--- src/hdl/frr_pkg.sv ---
// Shared types and constants of the fragmented response reassembler.
`default_nettype none
package frr_pkg;

    localparam int MAX_PAYLOAD_DEF = 255;
    localparam int RESP_DEPTH_DEF  = 4096;

    localparam logic [12:0] LIMIT_RST   = 13'd4096;
    localparam logic [31:0] OVERALL_RST = 32'd30000;
    localparam logic [15:0] IDLE_RST    = 16'd2000;
    localparam logic [7:0]  RESP_RST    = 8'd4;
    localparam logic [7:0]  NACK_RST    = 8'd3;

    typedef enum logic [1:0] {
        ACT_START = 2'd0,
        ACT_BYTE  = 2'd1,
        ACT_TICK  = 2'd2,
        ACT_READ  = 2'd3
    } t_action;

    typedef enum logic [2:0] {
        PH_IDLE    = 3'd0,
        PH_RECV    = 3'd1,
        PH_DONE    = 3'd2,
        PH_NACK    = 3'd3,
        PH_TIMEOUT = 3'd4
    } t_phase;

    typedef enum logic [2:0] {
        REG_LIMIT   = 3'd0,
        REG_OVERALL = 3'd1,
        REG_IDLE    = 3'd2,
        REG_RESP    = 3'd3,
        REG_NACK    = 3'd4
    } t_reg_index;

    typedef enum logic [3:0] {
        ST_CLEAR,
        ST_IDLE,
        ST_EXEC,
        ST_DECODE,
        ST_CHECK,
        ST_COPY_RD,
        ST_COPY_WR,
        ST_OUT
    } t_state;

    typedef struct packed {
        logic latch;
        logic exec;
        logic decode;
        logic check;
        logic copy_rd;
        logic copy_wr;
        logic clear_step;
        logic out_load;
    } t_cmd;

    typedef struct packed {
        t_action action;
        logic    frame_end;
        logic    frag_go;
        logic    copy_go;
        logic    copy_last;
        logic    clear_last;
    } t_status;

endpackage
`default_nettype wire

--- src/hdl/frr_ctrl.sv ---
// Sequencing state machine and output valid of the reassembler.
`default_nettype none
module frr_ctrl (
    input  wire            i_clk,
    input  wire            i_rst_n,
    input  wire            i_in_valid,
    output logic           o_in_stall,
    output logic           o_out_valid,
    input  wire            i_out_stall,
    input  frr_pkg::t_status i_status,
    output frr_pkg::t_cmd  o_cmd
);

    frr_pkg::t_state r_state, n_state;
    logic r_out_valid, n_out_valid;
    logic r_clr_item, n_clr_item;

    // State and output valid registers
    always_ff @(posedge i_clk) begin
        if (!i_rst_n) begin
            r_state     <= frr_pkg::ST_CLEAR;
            r_out_valid <= 1'b0;
            r_clr_item  <= 1'b0;
        end else begin
            r_state     <= n_state;
            r_out_valid <= n_out_valid;
            r_clr_item  <= n_clr_item;
        end
    end

    // Next state and commands
    always_comb begin
        n_state     = r_state;
        o_cmd       = '0;
        n_out_valid = r_out_valid && i_out_stall;
        n_clr_item  = r_clr_item;
        case (r_state)
            frr_pkg::ST_CLEAR: begin
                o_cmd.clear_step = 1'b1;
                // a clear started by a start item still owes its result
                if (i_status.clear_last) begin
                    n_state    = r_clr_item ? frr_pkg::ST_OUT : frr_pkg::ST_IDLE;
                    n_clr_item = 1'b0;
                end
            end
            frr_pkg::ST_IDLE: begin
                if (i_in_valid) begin
                    o_cmd.latch = 1'b1;
                    n_state     = frr_pkg::ST_EXEC;
                end
            end
            frr_pkg::ST_EXEC: begin
                o_cmd.exec = 1'b1;
                if (i_status.action == frr_pkg::ACT_START) begin
                    n_state    = frr_pkg::ST_CLEAR;
                    n_clr_item = 1'b1;
                end else if (i_status.action == frr_pkg::ACT_BYTE && i_status.frame_end) begin
                    n_state = frr_pkg::ST_DECODE;
                end else begin
                    n_state = frr_pkg::ST_OUT;
                end
            end
            frr_pkg::ST_DECODE: begin
                o_cmd.decode = 1'b1;
                n_state = i_status.frag_go ? frr_pkg::ST_CHECK : frr_pkg::ST_OUT;
            end
            frr_pkg::ST_CHECK: begin
                o_cmd.check = 1'b1;
                n_state = i_status.copy_go ? frr_pkg::ST_COPY_RD : frr_pkg::ST_OUT;
            end
            frr_pkg::ST_COPY_RD: begin
                o_cmd.copy_rd = 1'b1;
                n_state = frr_pkg::ST_COPY_WR;
            end
            frr_pkg::ST_COPY_WR: begin
                o_cmd.copy_wr = 1'b1;
                n_state = i_status.copy_last ? frr_pkg::ST_OUT : frr_pkg::ST_COPY_RD;
            end
            frr_pkg::ST_OUT: begin
                if (!r_out_valid || !i_out_stall) begin
                    o_cmd.out_load = 1'b1;
                    n_out_valid    = 1'b1;
                    n_state        = frr_pkg::ST_IDLE;
                end
            end
            default: begin
                n_state = frr_pkg::ST_IDLE;
            end
        endcase
    end

    assign o_in_stall  = (r_state != frr_pkg::ST_IDLE);
    assign o_out_valid = r_out_valid;

endmodule
`default_nettype wire

--- config.mk ---
export PLATFORM = sky130hd
export DESIGN_NAME = frr_ctrl
export DESIGN_NICKNAME = d
export VERILOG_FILES = /design/src/hdl/frr_pkg.sv /design/src/hdl/frr_ctrl.sv
export SDC_FILE = /design/constraint.sdc
export NUM_CORES = 1
export LEC_CHECK = 0
export ABC_AREA = 1
export BUFFER_PORTS_ARGS = -buffer_cell sky130_fd_sc_hd__buf_2
export CORE_MARGIN = 3
export CORE_UTILIZATION = 30
export DETAILED_ROUTE_END_ITERATION = 10
export PLACE_DENSITY = 0.54
export SLEW_MARGIN = 5
export SYNTH_ARGS = -nofsm -noshare
export SYNTH_HDL_FRONTEND = slang
export SYNTH_SLANG_ARGS = --single-unit
--- constraint.sdc ---
create_clock -name i_clk -period 1.3 [get_ports i_clk]
set_input_delay 0.195 -clock i_clk [delete_from_list [all_inputs] [get_ports i_clk]]
set_output_delay 0.195 -clock i_clk [all_outputs]
set_load 0.005 [all_outputs]
==> results of run 1 <==
## sequential cells by signal, indices dropped and copies added (netlist names)
signal and flops:
r_clr_item 1, r_state 3, o_out_valid 1
## where the power goes
part / leakage, nW / internal [mW] / switching [mW]
Combinational: 0.304 / 0.459 / 0.552
Clock: 0.0150 / 0.116 / 0.0603
Sequential: 0.0431 / 0.247 / 0.105
Total: 0.362 / 0.822 / 0.717
## layer usage
| layer | vias up | global-route usage [%] | routed length, µm |
|---|---|---|---|
| li1 | 267 | - | - |
| met1 | 222 | 14.7 | 508 |
| met2 | 12 | 16.2 | 484 |
| met3 | 2 | 2.54 | 51 |
| met4 | 0 | 5.42 | 6 |
| met5 | - | 0 | 0 |
## cell type report
class / count / area [µm²] / share of cell area [%]
Clock buffer: 4 / 26.3 / 4.15
Inverter: 11 / 46.3 / 7.31
Multi-Input combinational cell: 48 / 279 / 44.1
Sequential cell: 5 / 111 / 17.6
Tap cell: 14 / 17.5 / 2.77
Timing Repair Buffer: 27 / 153 / 24.1
## cell usage in the layout, fill, tap and decap left out
cell type	count
nor2_1	9
nand2_1	10
nand3_2	1
inv_2	3
buf_4	7
nor2_2	1
nand3_1	3
nand2_4	3
clkbuf_1	1
buf_2	20
inv_6	1
o21ai_0	2
nor3_1	5
nand2_2	3
a21oi_1	4
nand4_1	1
inv_1	7
a31oi_1	1
nor2_4	5
clkbuf_4	3
dfxtp_1	2
dfxtp_4	3
## kinds of logic after synthesis
group           after synthesis  synth area share, %
simple gates                 41                 50.8
flops                         5                 24.2
buf+inv                      14                 16.3
compound gates                7                 8.76
## tightest hold or removal path, stage by stage
cell	delay, ps
buf_2	110
nand2_1	60
a31oi_1	40
## repair_timing
item,4_1_cts,5_1_grt
buffers inserted,3,2
endpoints found under the setup margin,3,5
pin swaps,1,2
gates resized for setup,6,9
## path summary, 6_finish.rpt
kind / from / to / depth (start not counted)
hold / removal: i_rst_n / r_state[0] / 3
setup / recovery: r_state[0] / o_cmd[4] / 3
hold reg to reg: o_out_valid / o_out_valid / 2
setup reg to reg: r_state[0] / r_state[2] / 8
==> out/metrics.json, run 1 <==
{
  "yosys": {
    "syn_inst": 67,
    "synth_cell_type_count": 19,
    "yosys-top-cells-area": "dfxtp_1, nand2_1, nor2_1",
    "count_of_state_elements_after_synthesis": 5,
    "syn_area_per_cell_um2": 6.18,
    "netlist_area_pre_place_um2": 414,
    "asyncSetResetFlopFracSynth_pct": 0,
    "synthesis.yosys.warnings": 0,
    "share_of_the_yosys_chip_area_belonging_to_registers_pct": 24.2,
    "synth_top_cells_by_count": "nand2_1, nor2_1, inv_1, dfxtp_1, nor3_1",
    "synth_top_cell_by_area": "dfxtp_1",
    "synth.net_count": 78,
    "synth_flop_cell": "dfxtp_1",
    "synth_top_area_share_pct": 24.2,
    "synth.most_common_cell": "nand2_1",
    "synth_enable_flop_cells": 0
  },
  "clock_tree": {
    "clk_path_buf_depth": 2,
    "root_buffer": "clkbuf_4",
    "worst_setup_hold_path_clk_slew_ps": 40,
    "postCtsHoldBufs": 0,
    "clock_buffers_created_by_tritoncts": 3,
    "insertion_delay_ps": 240,
    "clock-sinks": 5,
    "cts_h_tree_depth": 1,
    "tritoncts": "built"
  },
  "timing": {
    "max_clock_freq_mhz": 802,
    "timing.hold.ws_ps": 215,
    "worst_slack_ps": 53.6,
    "setup_viol": 0,
    "fin_worst_skew_ps": 2.64,
    "layout_min_cycle_time_ps": 1250,
    "finalHoldViolCount": 0,
    "finalSetupTns_ps": 0,
    "slew_violations": 0,
    "tightestPinTransition_ps": 205,
    "period_share_pct": 95.9,
    "max_slew_margin_pct": 86.3
  },
  "route": {
    "drc": 0,
    "vias_per_cell": 4.61,
    "vias": 503,
    "initialDrtViolationCount": 3,
    "wl_per_cell_um": 9.64,
    "drt-total-wl_um": 1050,
    "drtPass1Iterations": 2,
    "antenna_left": 0
  },
  "job": {
    "drv.max_cap_violation_count": 0
  },
  "placed_design": {
    "buffer_ports.inserted": 20,
    "post-dp-hpwl_um": 788,
    "preCtsSetupSlack_ps": 53.5,
    "final_estimated_routing_congestion_in_global_placement": 0.791,
    "dp_cells": 100,
    "detailed_place.area_um2": 523
  },
  "finish": {
    "num-nets-final": 107,
    "fill_cells": 133,
    "drive_above_1_share_pct": 52.6,
    "final_design_area_no_fill_um2": 633,
    "final_core_utilization_pct": 52.7,
    "diodes": 0,
    "number_of_non_filler_instances_in_the_completed_layout": 109,
    "area.growth.synth_to_final_pct": 52.9
  },
  "die": {
    "die_w_um": 43.2,
    "ios": 21,
    "floorplan.die_area_mm2": 0.00186,
    "initial_utilization_pct": 34.5,
    "coreArea_mm2": 0.00120,
    "core.rowCount": 12,
    "chipHeight_um": 43.2
  },
  "power": {
    "leakage_nw": 0.362,
    "ir_worst_vdd_mv": 1.37,
    "power.density_cell_area_mw_per_mm2": 2430,
    "finalPower_mw": 1.54
  },
  "outcome": {
    "result_of_the_run": "completed"
  },
  "critical_path": {
    "criticalPathCategory": "reg2out",
    "crit_path_launch_type": "flop",
    "path_delay_family": "flip-flops",
    "cp.required_ps": 1110,
    "critPathCaptureType": "output port",
    "crit_path_cell_trace": "buf_4 > nor3_1 > buf_2",
    "cp.arrival_ps": 1050,
    "critPathSlowestCell": "dfxtp_4",
    "largest_stage_delay_worst_path_ps": 360,
    "critical_path_fanouts_max": 5,
    "critical_path_buf_inv_count": 2,
    "worst-r2r-setup-slack_ps": 130
  },
  "grt": {
    "global_route.overflow_total": 0,
    "grt_pass1_wl_um": 1600,
    "first_global_vias": 408,
    "grt_antenna_before_repair": 0,
    "grt_use_total_pct": 11.0,
    "grt_max_degree": 8
  },
  "hold_path": {
    "hold_class": "in2reg"
  }
}
Power figures use the tool's default switching activity.
==> run 2, diff against run 1 <==
Settings changed: RECOVER_POWER set to 25, SETUP_SLACK_MARGIN set to 0.5.
==> run 2 against run 1 <==
Against the previous run:
- via count is 8.7% higher
- critical path depth grew 2
- flip-flop and latch count unchanged
- worst setup slack better by 16 ps
- fmax increased by 1.3%
- final cell count grew 8.3%
- hold slack got worse by 12 ps
- core utilization up 11 points
- wire length increased by 29%
- die area is the same
- register-to-register slack worse by 50 ps
- largest cell class unchanged
==> out/metrics.json, run 2 (synthesis results as in run 1) <==
{
  "clock_tree": {
    "clock_buffers_created_by_tritoncts": {"value": 3, "change": "unchanged"},
    "insertion_delay": {"value": 240, "unit": "ps", "change": "about the same"},
    "clk_path_buf_depth": {"value": 2, "change": "unchanged"},
    "clock-sinks": {"value": 5, "change": "unchanged"},
    "tritoncts": "built",
    "root_buffer": "clkbuf_4",
    "worst_setup_hold_path_clk_slew": {"value": 40, "unit": "ps", "change": "about the same"},
    "cts_h_tree_depth": {"value": 1, "change": "unchanged"},
    "postCtsHoldBufs": {"value": 0, "change": "unchanged"}
  },
  "critical_path": {
    "path_delay_family": "flip-flops",
    "criticalPathCategory": "reg2out",
    "critPathSlowestCell": "dfxtp_4",
    "worst-r2r-setup-slack": {"value": 80, "unit": "ps", "change": "-50 ps"},
    "rr_startpoint": "r_state[2]",
    "critical_path_buf_inv_count": {"value": 3, "change": "+1"},
    "critical_path_fanouts_max": {"value": 6, "change": "+1"},
    "cp.required": {"value": 1110, "unit": "ps", "change": "about the same"},
    "cp.arrival": {"value": 1040, "unit": "ps", "change": "about the same"},
    "worstRegToRegCells": {"value": 7, "change": "-1"},
    "crit_path_launch_type": "flop",
    "largest_stage_delay_worst_path": {"value": 370, "unit": "ps", "change": "about the same"},
    "critPathCaptureType": "output port",
    "r2r-end": "r_clr_item",
    "crit_path_cell_trace": "buf_6 > nor2_4 > nand2_2 > inv_1 > buf_2"
  },
  "die": {
    "chipHeight": {"value": 43.2, "unit": "µm", "change": "unchanged"},
    "initial_utilization": {"value": 34.5, "unit": "%", "change": "unchanged"},
    "coreArea": {"value": 0.00120, "unit": "mm²", "change": "unchanged"},
    "core.rowCount": {"value": 12, "change": "unchanged"},
    "floorplan.die_area": {"value": 0.00186, "unit": "mm²", "change": "unchanged"},
    "ios": {"value": 21, "change": "unchanged"},
    "die_w": {"value": 43.2, "unit": "µm", "change": "unchanged"}
  },
  "placed_design": {
    "post-dp-hpwl": {"value": 783, "unit": "µm", "change": "-0.65%"},
    "final_estimated_routing_congestion_in_global_placement": {"value": 0.793, "change": "+0.24%"},
    "buffer_ports.inserted": {"value": 20, "change": "unchanged"}
  },
  "hold_path": {
    "hold_path_depth": {"value": 3, "change": "unchanged"},
    "min_from": "i_rst_n",
    "hold_path_end": "r_state[0]",
    "hold_class": "in2reg"
  },
  "finish": {
    "fill_cells": {"value": 108, "change": "-19%"},
    "ff_latch_area": {"value": 111, "unit": "µm²", "change": "unchanged"},
    "drive_above_1_share": {"value": 65.4, "unit": "%", "change": "+13 points"},
    "top_register": "r_state",
    "largest_register_ffs": {"value": 3, "change": "unchanged"},
    "area.growth.synth_to_final_pct": 84.0,
    "most-common-layout-cells": "buf_2, buf_4, nand2_1",
    "area_of_the_multi_input_gates": {"value": 314, "unit": "µm²", "change": "+13%"},
    "num-nets-final": {"value": 116, "change": "+8.4%"},
    "layout.cells.most_common": "buf_2",
    "final_core_utilization": {"value": 63.4, "unit": "%", "change": "+11 points"},
    "diodes": {"value": 0, "change": "unchanged"}
  },
  "route": {
    "initialDrtViolationCount": {"value": 9, "change": "+6"},
    "antenna_left": {"value": 0, "change": "unchanged"},
    "vias_per_cell": {"value": 4.64, "change": "+0.45%"},
    "drtPass1Iterations": {"value": 4, "change": "+2"},
    "wl_per_cell": {"value": 11.5, "unit": "µm", "change": "+19%"},
    "drc": {"value": 0, "change": "unchanged"},
    "vias": {"value": 547, "change": "+8.7%"},
    "drt-total-wl": {"value": 1350, "unit": "µm", "change": "+29%"}
  },
  "grt": {
    "grt_antenna_before_repair": {"value": 0, "change": "unchanged"},
    "grt.met1_usage": {"value": 16.4, "unit": "%", "change": "+1.7 points"},
    "grt_max_degree": {"value": 8, "change": "unchanged"},
    "grt_use_total": {"value": 14.9, "unit": "%", "change": "+3.9 points"},
    "top_usage_layer": "met2",
    "global_route.overflow_total": {"value": 0, "change": "unchanged"},
    "met2_track_demand_over_resource_in_global_routing": {"value": 26.3, "unit": "%", "change": "+10 points"},
    "first_global_vias": {"value": 537, "change": "+32%"},
    "grt_pass1_wl": {"value": 2120, "unit": "µm", "change": "+32%"},
    "global_route.usage.met3": {"value": 4.24, "unit": "%", "change": "+1.7 points"}
  },
  "power": {
    "net-switching-power": {"value": 923, "unit": "µW", "change": "+29%"},
    "finalPower": {"value": 2.01, "unit": "mW", "change": "+31%"},
    "part_of_the_total_power_dissipated_in_sequential_elements": {"value": 20.0, "unit": "%", "change": "-2.8 points"},
    "power_report.internal_total": {"value": 1.09, "unit": "mW", "change": "+32%"},
    "combPwrFrac": {"value": 71.3, "unit": "%", "change": "+5.6 points"},
    "power.density_cell_area": {"value": 2640, "unit": "mW/mm²", "change": "+8.5%"},
    "power_frac_clock": {"value": 8.8, "unit": "%", "change": "-2.6 points"},
    "sw_frac_of_total": {"value": 45.9, "unit": "%", "change": "-0.67 points"},
    "ir_worst_vdd": {"value": 1.17, "unit": "mV", "change": "-15%"},
    "leakage": {"value": 0.415, "unit": "nW", "change": "+14%"}
  },
  "timing": {
    "layout_min_cycle_time": {"value": 1230, "unit": "ps", "change": "-16.0 ps"},
    "period_share": {"value": 94.7, "unit": "%", "change": "-1.2 points"},
    "setup_viol": {"value": 0, "change": "unchanged"},
    "tightestPinTransition": {"value": 178, "unit": "ps", "change": "-27.0 ps"},
    "unrepaired_setup_endpoints_after_global_routing": "true",
    "slew_violations": {"value": 0, "change": "unchanged"},
    "finalHoldViolCount": {"value": 0, "change": "unchanged"},
    "max_slew_margin": {"value": 88.0, "unit": "%", "change": "+1.7 points"},
    "finalSetupTns": {"value": 0, "unit": "ps", "change": "unchanged"},
    "fin_worst_skew": {"value": 3.66, "unit": "ps", "change": "+1.03 ps"},
    "max_clock_freq": {"value": 813, "unit": "MHz", "change": "+1.3%"}
  },
  "outcome": {
    "result_of_the_run": "completed"
  },
  "job": {
    "drv.max_cap_violation_count": {"value": 0, "change": "unchanged"}
  }
}
-- run 2: changes by cell type in the layout (fill, tap and decap cells not counted), moves of 3 or more --
cell    delta
nor2_2     +4
buf_6      +5
buf_4      +4
nor2_1     -3
-- run 2: cell type report --
| type | count | share of cell area (%) |
|---|---|---|
| Clock buffer | 4 | 3.45 |
| Inverter | 11 | 7.06 |
| Multi-Input combinational cell | 48 | 41.2 |
| Sequential cell | 5 | 14.6 |
| Tap cell | 14 | 2.30 |
| Timing Repair Buffer | 36 | 31.4 |
-- run 2: power by group through the flow --
stage               clock network, mW  registers, mW  logic, mW
floorplan                           0          0.268      0.736
global placement                    0          0.353      0.814
detailed placement                  0          0.348      0.809
CTS                             0.181          0.393       1.26
global route                    0.193          0.411       1.55
finish                          0.176          0.401       1.43
-- run 2: layer usage --
layer | vias up | share of wire, % | wire (µm)
met5 | - | 0 | 0
met4 | 0 | 2.0 | 27
met3 | 4 | 7.1 | 96
met2 | 19 | 53 | 716
met1 | 240 | 38 | 514
li1 | 284 | - | -
-- run 2: stage by stage --
step           std cells  hold slack [ps]  setup WS [ps]  cell area [µm²]
2_1_floorplan         67              318            266              437
3_3_place_gp          99              456           90.6              532
3_5_place_dp          99              457           86.4              532
4_1_cts              116              200           74.2              729
5_1_grt              118              204          -10.8              762
6_report             118              202           69.5              762
-- run 2: worst min-delay path, stage by stage --
cell and delay (ps):
buf_2 110, nand2_2 60, a31oi_1 30
-- run 2: how the worst max path moves through the flow --
stage / to / slack [ps] / from / cells after the start
after global placement: r_state[1] / 90 / r_state[0] / 7
after global routing: r_state[1] / -10 / r_state[0] / 8
after detailed placement: r_state[2] / 90 / r_state[0] / 7
after CTS: o_cmd[6] / 70 / r_state[0] / 5
after floorplan: r_state[2] / 270 / r_state[0] / 9
final: o_cmd[6] / 70 / r_state[0] / 5
-- run 2: repair_timing --
action,in CTS,in global routing
setup buffers,13,2
pin swaps,9,2
setup endpoints to repair,15,15
gates resized for setup,22,6
